`config.mk`:
```
export PLATFORM = sky130hd
export DESIGN_NAME = sorted_breakpoint_speed_table
export DESIGN_NICKNAME = d
export VERILOG_FILES = /design/src/sv/sbst_pkg.sv /design/src/sv/sbst_ram.sv /design/src/sv/sbst_engine.sv /design/src/sv/sorted_breakpoint_speed_table.sv
export SDC_FILE = /design/constraint.sdc
export NUM_CORES = 2
export LEC_CHECK = 0
export BUFFER_PORTS_ARGS = -buffer_cell sky130_fd_sc_hd__buf_4
export CAP_MARGIN = 0
export CORE_UTILIZATION = 59
export CTS_CLUSTER_DIAMETER = 60
export DETAILED_ROUTE_END_ITERATION = 6
export PLACE_DENSITY = 0.75
export SETUP_SLACK_MARGIN = 0.1
export SLEW_MARGIN = 20
export SYNTH_ARGS = -nofsm -noshare
export SYNTH_HDL_FRONTEND = slang
export SYNTH_SLANG_ARGS = --single-unit
```
`constraint.sdc`:
```
create_clock -name clk -period 9.2 [get_ports clk]
set_input_delay 1.38 -clock clk [delete_from_list [all_inputs] [get_ports clk]]
set_output_delay 1.38 -clock clk [all_outputs]
set_load 0.1 [all_outputs]
```
`src/sv/sbst_pkg.sv`:
```
`timescale 1ns / 1ps
`default_nettype none

package sbst_pkg;

  localparam int CAPACITY_DEFAULT = 64;

  localparam logic [15:0] EMPTY_DEFAULT_RESET = 16'd1000;
  localparam logic [15:0] RANGE_CEILING_RESET = 16'd10000;

  localparam int IN_TDATA_W  = 104;
  localparam int OUT_TDATA_W = 24;

  // configuration register indexes
  localparam logic CFG_EMPTY_DEFAULT = 1'b0;
  localparam logic CFG_RANGE_CEILING = 1'b1;

  typedef enum logic [2:0] {
    OP_APPEND    = 3'd0,
    OP_LOOKUP    = 3'd1,
    OP_INDEX     = 3'd2,
    OP_SET       = 3'd3,
    OP_RANGE_MIN = 3'd4,
    OP_CLEAR     = 3'd5
  } op_t;

  typedef enum logic [1:0] {
    ST_DONE    = 2'd0,
    ST_IGNORED = 2'd1,
    ST_EMPTY   = 2'd2
  } status_t;

  typedef enum logic [1:0] {
    S_IDLE,
    S_SCAN,
    S_MSCAN,
    S_OUT
  } state_t;

  typedef struct packed {
    logic [15:0]        speed;
    logic [15:0]        entry_index;
    logic signed [31:0] position_end;
    logic signed [31:0] position;
    logic [2:0]         op;
  } item_t;

  typedef struct packed {
    status_t     status;
    logic [5:0]  index_out;
    logic [15:0] speed_out;
  } res_t;

endpackage

`default_nettype wire

```
`src/sv/sbst_ram.sv`:
```
`timescale 1ns / 1ps
`default_nettype none

module sbst_ram #(
  parameter int WIDTH = 16,
  parameter int DEPTH = 64
) (
  input  wire logic                     clk,
  input  wire logic                     we,
  input  wire logic [$clog2(DEPTH)-1:0] waddr,
  input  wire logic [WIDTH-1:0]         wdata,
  input  wire logic [$clog2(DEPTH)-1:0] raddr,
  output logic      [WIDTH-1:0]         rdata
);

  logic [WIDTH-1:0] mem [DEPTH];

  always_ff @(posedge clk) begin
    if (we) begin
      mem[waddr] <= wdata;
    end
    rdata <= mem[raddr];
  end

endmodule

`default_nettype wire

```
`src/sv/sbst_engine.sv`:
```
`timescale 1ns / 1ps
`default_nettype none

module sbst_engine
  import sbst_pkg::*;
#(
  parameter int CAPACITY = CAPACITY_DEFAULT
) (
  input  wire logic                        clk,
  input  wire logic                        rst,
  input  wire logic                        in_valid,
  output logic                             in_ready,
  input  wire item_t                       item,
  input  wire logic [15:0]                 empty_default,
  input  wire logic [15:0]                 min_ceiling,
  output logic                             res_valid,
  input  wire logic                        res_ready,
  output res_t                             res,
  output logic                             pos_we,
  output logic                             spd_we,
  output logic [$clog2(CAPACITY)-1:0]      waddr,
  output logic signed [31:0]               pos_wdata,
  output logic [15:0]                      spd_wdata,
  output logic [$clog2(CAPACITY)-1:0]      raddr,
  input  wire logic signed [31:0]          rd_pos,
  input  wire logic [15:0]                 rd_spd
);

  localparam int IW = $clog2(CAPACITY);
  localparam int CW = $clog2(CAPACITY + 1);

  state_t             state, state_next;
  logic [CW-1:0]      count, count_next;
  logic signed [31:0] first_pos, first_pos_next;
  logic signed [31:0] last_pos, last_pos_next;
  op_t                op_r, op_r_next;
  logic signed [31:0] target, target_next;
  logic signed [31:0] pos_end_r, pos_end_r_next;
  logic signed [31:0] mid_r, mid_r_next;
  logic [IW-1:0]      addr_cnt, addr_cnt_next;
  logic [IW-1:0]      cmp_idx, cmp_idx_next;
  logic               dvalid, dvalid_next;
  logic [15:0]        min_r, min_r_next;
  logic               found_r, found_r_next;
  res_t               res_r, res_r_next;

  logic [CW-1:0]      last_c;
  logic [IW-1:0]      last_idx;
  logic               is_empty;
  logic               is_full;
  logic signed [32:0] mid_sum;
  logic               at_last;
  logic               scan_done;
  logic               in_range;
  logic               found_upd;
  logic [15:0]        min_upd;
  logic [IW+5:0]      idx_wide;

  assign last_c    = count - CW'(1);
  assign last_idx  = last_c[IW-1:0];
  assign is_empty  = (count == '0);
  assign is_full   = (count == CW'(CAPACITY));
  assign mid_sum   = {item.position[31], item.position}
                   + {item.position_end[31], item.position_end};
  assign at_last   = dvalid && (cmp_idx == last_idx);
  assign scan_done = dvalid && ((rd_pos >= target) || (cmp_idx == last_idx));
  assign in_range  = dvalid && (rd_pos >= target) && (rd_pos <= pos_end_r);
  assign found_upd = found_r || in_range;
  assign min_upd   = (in_range && (rd_spd < min_r)) ? rd_spd : min_r;
  assign idx_wide  = {6'b0, cmp_idx};

  assign in_ready  = (state == S_IDLE);
  assign res_valid = (state == S_OUT);
  assign res       = res_r;
  assign raddr     = addr_cnt;

  always_comb begin
    state_next = state;
    unique case (state)
      S_IDLE: begin
        if (in_valid) begin
          state_next = S_OUT;
          if ((item.op == OP_LOOKUP || item.op == OP_INDEX) && !is_empty) begin
            state_next = S_SCAN;
          end else if (item.op == OP_RANGE_MIN && !is_empty) begin
            if (item.position > last_pos || item.position_end < first_pos) begin
              state_next = S_SCAN;
            end else begin
              state_next = S_MSCAN;
            end
          end
        end
      end
      S_SCAN: begin
        if (scan_done) begin
          state_next = S_OUT;
        end
      end
      S_MSCAN: begin
        if (at_last) begin
          state_next = found_upd ? S_OUT : S_SCAN;
        end
      end
      S_OUT: begin
        if (res_ready) begin
          state_next = S_IDLE;
        end
      end
      default: state_next = S_IDLE;
    endcase
  end

  always_comb begin
    count_next     = count;
    first_pos_next = first_pos;
    last_pos_next  = last_pos;
    op_r_next      = op_r;
    target_next    = target;
    pos_end_r_next = pos_end_r;
    mid_r_next     = mid_r;
    min_r_next     = min_r;
    found_r_next   = found_r;
    res_r_next     = res_r;
    dvalid_next    = 1'b0;
    cmp_idx_next   = addr_cnt;
    addr_cnt_next  = '0;
    pos_we         = 1'b0;
    spd_we         = 1'b0;
    waddr          = count[IW-1:0];
    pos_wdata      = item.position;
    spd_wdata      = item.speed;

    unique case (state)
      S_IDLE: begin
        if (in_valid) begin
          op_r_next        = op_t'(item.op);
          target_next      = item.position;
          pos_end_r_next   = item.position_end;
          mid_r_next       = mid_sum[32:1];
          min_r_next       = min_ceiling;
          found_r_next     = 1'b0;
          res_r_next       = '0;
          res_r_next.status = ST_DONE;
          unique case (item.op)
            OP_APPEND: begin
              if (is_full || (!is_empty && item.position < last_pos)) begin
                res_r_next.status = ST_IGNORED;
              end else begin
                pos_we        = 1'b1;
                spd_we        = 1'b1;
                count_next    = count + CW'(1);
                last_pos_next = item.position;
                if (is_empty) begin
                  first_pos_next = item.position;
                end
              end
            end
            OP_LOOKUP, OP_INDEX, OP_RANGE_MIN: begin
              if (is_empty) begin
                res_r_next.status = ST_EMPTY;
                if (item.op != OP_INDEX) begin
                  res_r_next.speed_out = empty_default;
                end
              end else if (item.op == OP_RANGE_MIN && item.position <= last_pos &&
                           item.position_end < first_pos) begin
                // range wholly before the table: the first entry answers
                target_next = first_pos;
              end
            end
            OP_SET: begin
              if (32'(item.entry_index) >= 32'(count)) begin
                res_r_next.status = ST_IGNORED;
              end else begin
                spd_we = 1'b1;
                waddr  = item.entry_index[IW-1:0];
              end
            end
            OP_CLEAR: begin
              count_next = '0;
            end
            default: begin
              res_r_next.status = ST_IGNORED;
            end
          endcase
        end
      end
      S_SCAN, S_MSCAN: begin
        // stream one entry per cycle; the read data is registered and trails its address
        dvalid_next   = 1'b1;
        addr_cnt_next = (addr_cnt == last_idx) ? addr_cnt : addr_cnt + IW'(1);
        if (state == S_SCAN) begin
          if (scan_done) begin
            if (op_r == OP_INDEX) begin
              res_r_next.index_out = idx_wide[5:0];
            end else begin
              res_r_next.speed_out = rd_spd;
            end
          end
        end else begin
          found_r_next = found_upd;
          min_r_next   = min_upd;
          if (at_last) begin
            if (found_upd) begin
              res_r_next.speed_out = min_upd;
            end else begin
              // nothing inside the range: restart as a lookup at the midpoint
              target_next   = mid_r;
              dvalid_next   = 1'b0;
              addr_cnt_next = '0;
            end
          end
        end
      end
      S_OUT: begin
      end
      default: begin
      end
    endcase
  end

  always_ff @(posedge clk) begin
    if (rst) begin
      state    <= S_IDLE;
      count    <= '0;
      dvalid   <= 1'b0;
      addr_cnt <= '0;
    end else begin
      state    <= state_next;
      count    <= count_next;
      dvalid   <= dvalid_next;
      addr_cnt <= addr_cnt_next;
    end
    first_pos <= first_pos_next;
    last_pos  <= last_pos_next;
    op_r      <= op_r_next;
    target    <= target_next;
    pos_end_r <= pos_end_r_next;
    mid_r     <= mid_r_next;
    cmp_idx   <= cmp_idx_next;
    min_r     <= min_r_next;
    found_r   <= found_r_next;
    res_r     <= res_r_next;
  end

endmodule

`default_nettype wire

```
`src/sv/sorted_breakpoint_speed_table.sv`:
```
`timescale 1ns / 1ps
`default_nettype none

// Append, set, clear, ignored ops, empty-table answers: result state, then the output register.
// Lookup and index lookup: scan entries in order, one per cycle, and stop on the first hit.
// Range min scans every entry; a range wholly outside the table scans as a lookup;
// with no entry in range, it then rescans as a lookup at the midpoint.
// The next input transfer can come once the result is in the output register; s_tready only in idle.
// rst (synchronous): table empty, config to defaults; table memory is not cleared.
module sorted_breakpoint_speed_table
  import sbst_pkg::*;
#(
  parameter int CAPACITY = CAPACITY_DEFAULT
) (
  input  wire logic                   clk,
  input  wire logic                   rst,
  input  wire logic                   s_tvalid,
  output logic                        s_tready,
  // op[2:0], position[34:3], position_end[66:35], entry_index[82:67], speed[98:83], zero pad
  input  wire logic [IN_TDATA_W-1:0]  s_tdata,
  output logic                        m_tvalid,
  input  wire logic                   m_tready,
  // speed_out[15:0], index_out[21:16], status[23:22]
  output logic [OUT_TDATA_W-1:0]      m_tdata,
  input  wire logic                   cfg_we,
  input  wire logic                   cfg_index,
  input  wire logic [15:0]            cfg_data
);

  localparam int IW = $clog2(CAPACITY);

  logic [15:0]        empty_default;
  logic [15:0]        min_ceiling;
  item_t              item;
  res_t               res;
  logic               res_valid;
  logic               res_ready;
  logic               pos_we;
  logic               spd_we;
  logic [IW-1:0]      waddr;
  logic signed [31:0] pos_wdata;
  logic [15:0]        spd_wdata;
  logic [IW-1:0]      raddr;
  logic signed [31:0] rd_pos;
  logic [15:0]        rd_spd;
  res_t               out_r;

  assign item = s_tdata[$bits(item_t)-1:0];

  always_ff @(posedge clk) begin
    if (rst) begin
      empty_default <= EMPTY_DEFAULT_RESET;
      min_ceiling   <= RANGE_CEILING_RESET;
    end else if (cfg_we) begin
      unique case (cfg_index)
        CFG_EMPTY_DEFAULT: empty_default <= cfg_data;
        CFG_RANGE_CEILING: min_ceiling   <= cfg_data;
        default: ;
      endcase
    end
  end

  sbst_ram #(.WIDTH(32), .DEPTH(CAPACITY)) u_pos_ram (
    .clk   (clk),
    .we    (pos_we),
    .waddr (waddr),
    .wdata (pos_wdata),
    .raddr (raddr),
    .rdata (rd_pos)
  );

  sbst_ram #(.WIDTH(16), .DEPTH(CAPACITY)) u_spd_ram (
    .clk   (clk),
    .we    (spd_we),
    .waddr (waddr),
    .wdata (spd_wdata),
    .raddr (raddr),
    .rdata (rd_spd)
  );

  sbst_engine #(.CAPACITY(CAPACITY)) u_engine (
    .clk           (clk),
    .rst           (rst),
    .in_valid      (s_tvalid),
    .in_ready      (s_tready),
    .item          (item),
    .empty_default (empty_default),
    .min_ceiling   (min_ceiling),
    .res_valid     (res_valid),
    .res_ready     (res_ready),
    .res           (res),
    .pos_we        (pos_we),
    .spd_we        (spd_we),
    .waddr         (waddr),
    .pos_wdata     (pos_wdata),
    .spd_wdata     (spd_wdata),
    .raddr         (raddr),
    .rd_pos        (rd_pos),
    .rd_spd        (rd_spd)
  );

  // output register: load when empty or being drained
  assign res_ready = !m_tvalid || m_tready;

  always_ff @(posedge clk) begin
    if (rst) begin
      m_tvalid <= 1'b0;
    end else if (res_ready) begin
      m_tvalid <= res_valid;
    end
    if (res_valid && res_ready) begin
      out_r <= res;
    end
  end

  assign m_tdata = out_r;

endmodule

`default_nettype wire

```
Word level (Yosys, flattened, before mapping)
Memory sizes are Yosys's and may differ from the RTL's. A register that Yosys moved wholly into a read port is not among the register bits. Cells that the tools add are included.

Bits in registers: 283. Output and inout bits: 26. Memories kept: 2. RAM bits: 3072. Input port bits: 126.

Reductions and logical operators: 38. $lt $le $gt $ge: 8. Add/sub/neg operators: 4. Equal/unequal tests: 28. Bitwise operators: 3. Mux-type cells: 65.

Memory list: u_pos_ram.mem (words 64, bits a word 32, read ports 1, clocked after memory_dff 1, wr ports 1, RTL line sbst_ram.sv:16) `logic [WIDTH-1:0] mem [DEPTH];`; u_spd_ram.mem (words 64, bits a word 16, read ports 1, clocked after memory_dff 1, wr ports 1, RTL line sbst_ram.sv:16).

Operator list (count): $mux W32 (7); $mux W16 (10); $le A32 B32 Y1 (2); $lt A32 B32 Y1 (2); $pmux W32 S2 (1); $mux W6 (10); $mux W22 (2); $pmux W22 S2 (1); $add A32 B32 Y33 (1); $ge A32 B32 Y1 (1); $gt A32 B32 Y1 (1); $pmux W16 S2 (1); $mux W1 (18); $mux W2 (9); $ge A16 B7 Y1 (1); $lt A16 B16 Y1 (1); $pmux W2 S4 (2); $reduce_and A5 Y1 (3); $ne A2 B1 Y1 const B (7); $pmux W7 S2 (1); $eq A6 B6 Y1 (2); $reduce_and A4 Y1 (3); $logic_and A1 B1 Y1 (11); $eq A3 B2 Y1 const B (3); 26 further kinds (46).

Longest topological paths before layout
Depth in word-level cells: 10. Mapped depth: 13.

Cells and area by module
A second synthesis with hierarchy kept.

Cell total of the unflattened synthesis: 6957. Area total of the unflattened synthesis: 136066.7 um^2.

Modules (own cells, without submodules): sbst_ram at u_pos_ram (cells an instance 3511, area each 79039.6 um^2, seq. area each 62139.6 um^2, instances 1); sbst_ram at u_spd_ram (cells an instance 1829, area each 40042.2 um^2, seq. area each 31069.8 um^2, instances 1); sbst_engine (cells an instance 1456, area each 14878.0 um^2, seq. area each 6566.3 um^2, instances 1); sorted_breakpoint_speed_table (cells an instance 161, area each 2107.0 um^2, seq. area each 1381.3 um^2, instances 1).

Worst setup path after synthesis
Ideal clock, no wire load.

Path kind: input -> register. From: input port s_tdata[17]. To: memory u_pos_ram.mem[15][0] (enable). Buffers on the path: 2. Data arrival time: 5.991 ns. Slack: 2.748 ns. Setup time: 0.461 ns. Cell stages on the path: 11. Path through: ha_1 -> a21oi_2 -> nand2_1 -> a221o_1 -> o31a_1 -> or4b_4 -> a31oi_1 -> nand2_1 -> buf_2 -> buf_1 -> nor3_1.

Longest elaborated chain between the ends: 9.

RTL lines: start: declaration (RTL line sorted_breakpoint_speed_table.sv:20) `input wire logic [IN_TDATA_W-1:0] s_tdata,`; $lt A32 B32 Y1 (RTL line sbst_engine.sv:146) `if (is_full || (!is_empty && item.position < last_pos)) begin`; $logic_and A1 B1 Y1 (RTL line sbst_engine.sv:146); $logic_or A1 B1 Y1 (RTL line sbst_engine.sv:146); $mux W1 (RTL line sbst_engine.sv:146); $mux W1 (RTL line sbst_engine.sv:144) `unique case (item.op)`; $mux W1 (RTL line sbst_engine.sv:135) `if (in_valid) begin`; $mux W1 (RTL line sbst_engine.sv:133) `unique case (state)`; $mux W1 (RTL line sbst_ram.sv:19) `if (we) begin`; $mux W1 (not written as such) (RTL line sbst_ram.sv:20) `mem[waddr] <= wdata;`; end: declaration (RTL line sbst_ram.sv:16).

No other way between the ends.

Worst setup path after layout
From: input port s_tdata[10]. To: memory u_pos_ram.mem[46][9] (enable).

Same word-level chain as after synthesis.

==> impl_metrics.tcl <==
set metrics [dict create \
    outcome "finished, final reports clean" \
    die_h_um 479.0 \
    slowest_delay_ps 1050 \
    fin_crit_sh_pct 63.61 \
    critPathTopFamily "simple AND/OR/NAND/NOR gates" \
    required_ps 9800 \
    cp-start-kind "input port" \
    rr_worst_depth 12 \
    crit_path_cell_trace "buf_4, ha_1, a21oi_1, o21ai_1, a221o_1, o31a_1, or4b_4, a31oi_1, nand2_4, nor3_2, buf_4" \
    routabilityCongestion 0.8515 \
    hold_buffers 0 \
    fp-row-count 174 \
    cap_viol_max_count 0 \
    die_area_um2 229500 \
    viasPerCell 6.932 \
    ir_worst_vdd_mv 0.1901 \
    grt_pass1_wl_mm 485.0 \
    synth_warnings 0 \
    synth_area_um2 134300 \
    instances_no_fill 9851 \
    clock_latency_ps 980 \
    drt-total-wl_mm 339.2 \
    synth_area_leaders "edfxtp_1 74%, mux4_2 17%, ha_1 1.8%" \
    track_usage_pct 29.81 \
    cts-buffers-inserted 349 \
    worst-slew-pin-transition_ps 1087 \
    clkTransAtPathRegs_ps 60 \
    p_total_w 0.03790 \
    synthDominantCellAreaShare_pct 73.81 \
    globalRouteOverflowTotal 0 \
    power.density_nw_per_um2 249.7 \
    final_cell_mix "3300 x edfxtp_1, 1008 x mux4_2, 378 x buf_4, 352 x clkbuf_16, 189 x ha_1" \
    ys.flop_type "edfxtp_1" \
    die_w_um 479.0 \
    drive_gt1_share_pct 30.02 \
    cts_root_buf "clkbuf_16" \
    ant_nets 0 \
    synth_cell_types 70 \
    worst_slack_ps 3348 \
    holdPathStages 0 \
    port_buffers 146 \
    cts_buffer_depth 4 \
    wl_per_cell_um 34.43 \
    syn_to_final_growth_pct 13.07 \
    cts.sinks 3403 \
    ys_seq_area_share_pct 75.35 \
    cp_max_fo 45 \
    final_max_slew_viol_count 0 \
    grt_pass1_vias 68180 \
    critPathArrivalTime_ps 6450 \
    ys_seq_elements 3403 \
    start_util_pct 59.52 \
    worst-setup-path-type "in2reg" \
    synthArstFlopShare_pct 0 \
    synth.avg_cell_area_um2 21.80 \
    max_freq_mhz 170.9 \
    tns_ps 0 \
    critPathMostFrequentCell "buf_4" \
    antenna_found_initial 38 \
    cp_num_buf_inv 2 \
    io_pins 152 \
    critPathSlowestCell "nor3_2" \
    cp_num_cells 11 \
    grt_max_degree 140 \
    postCtsSetupRepairBufs 0 \
    layout_min_cycle_time_ps 5852 \
    end_kind "flip-flop" \
    layout.nets 6904 \
    ctsHtreeMaxLevel 5 \
    netlist_instances 6159 \
    dr.pass1.iters 6 \
    dpl.hpwl_mm 191.1 \
    hold_viol 0 \
    hold_class "reg2reg" \
    syn_nets 6475 \
    num_vias 68290 \
    cts_tree "yes" \
    finalSetupViolCount 0 \
    cts.repair.resized 0 \
    layout_commonest_cell "edfxtp_1" \
    p_leak_nw 47.44 \
    drc_errors 0 \
    core-area_um2 225500 \
    synth_top_area_cell "edfxtp_1" \
    synth_edf_count 3300 \
    rsz0062_at_grt "false" \
    placed_cells 9228 \
    finClkSkew_ps 76.36 \
    first_iter_violations 10050 \
    pre_cts_slack_ps 2522 \
    slew_headroom_pct 27.15 \
]
flip-flops by register name, indices dropped and copies added (netlist names), 16 cells and up:
register	flops
m_tdata	24
u_engine.last_pos	32
u_engine.pos_end_r	32
u_engine.min_r	16
u_engine.res	24
u_pos_ram.rdata	32
u_engine.mid_r	32
empty_default	16
u_pos_ram.mem	2048
u_engine.first_pos	32
min_ceiling	16
u_spd_ram.mem	1024
u_engine.target	32
u_spd_ram.rdata	16
report_power, final:
| part | leakage [nW] | internal (W) | total, W | switching, W |
|---|---|---|---|---|
| clock network | 5.33 | 0.00793 | 0.0137 | 0.00579 |
| registers | 30.6 | 0.0175 | 0.0178 | 0.000265 |
| logic | 11.5 | 0.00285 | 0.00642 | 0.00357 |
worst reg2reg max path: stages (launching register included):
cell and delay, ps:
edfxtp_1 330, inv_1 40, ha_1 360, nand4_1 200
or2_2 390, nor3_1 540, o31a_1 350, o41ai_2 110
buf_4 210, a31oi_1 490, nand2_4 550, nor3_2 1090
buf_4 450
per-stage QoR:
| stage | hold slack, ps | util (%) | instance area, µm² |
|---|---|---|---|
| final | 413.1 | 67.30 | 151800 |
| after global routing | 424.4 | 67.30 | 151800 |
| after CTS | 417.0 | 67.28 | 151700 |
| after detailed placement | 404.5 | 62.44 | 140800 |
| after global placement | 404.2 | 62.43 | 140800 |
| after floorplan | 329.0 | - | 134300 |
path summary, 6_finish.rpt:
kind / slack, ps / end / start
setup / recovery: 3350 / u_pos_ram.mem[46][9] / s_tdata[10]
hold / removal: 410 / m_tdata[1] / u_engine.res[1]
setup reg to reg: 3720 / u_pos_ram.mem[46][9] / u_engine.last_pos[31]
hold reg to reg: 410 / m_tdata[1] / u_engine.res[1]
Yosys cell counts, drive strengths merged (8+ instances only):
| cell | instances |
|---|---|
| nand4 | 31 |
| a21oi | 108 |
| o311ai | 16 |
| nor2 | 78 |
| dfxtp | 103 |
| buf | 91 |
| xnor2 | 34 |
| ha | 189 |
| and3 | 20 |
| nor2b | 11 |
| a211oi | 8 |
| mux4 | 1008 |
| mux2i | 21 |
| and2 | 10 |
| edfxtp | 3300 |
| a31oi | 41 |
| nand3 | 83 |
| clkbuf | 227 |
| nand2 | 165 |
| nor3 | 156 |
| or4 | 20 |
| a22oi | 15 |
| nor3b | 10 |
| xor2 | 13 |
| o21ai | 71 |
| inv | 173 |
| a21o | 32 |
| o211ai | 21 |
| nand2b | 8 |
metal layers:
metal	vias up	wire (µm)	track usage, %
li1	26800	-	-
met1	36010	128500	43.77
met2	4869	157800	44.93
met3	584	44600	8.314
met4	22	8108	7.518
met5	-	158	0
kinds of logic after synthesis:
| kind of cell | after synthesis | synth area share, % |
|---|---|---|
| flops | 3403 | 75.35 |
| xor+xnor | 48 | 0.3234 |
| fa+ha+maj | 190 | 1.776 |
| buf+inv | 493 | 1.390 |
| mux | 1035 | 17.12 |
| compound gates | 371 | 1.780 |
| simple gates | 619 | 2.266 |
cell type report:
class                           instances  area [µm²]
Antenna cell                            7       17.52
Clock buffer                          446        9271
Clock inverter                        169        1645
Fill cell                           13490       73750
Inverter                              175       656.9
Multi-Input combinational cell       2263       32090
Sequential cell                      3403      101200
Tap cell                             2992        3744
Timing Repair Buffer                  396        3193
Note: power is estimated with default switching activity, not from simulation.
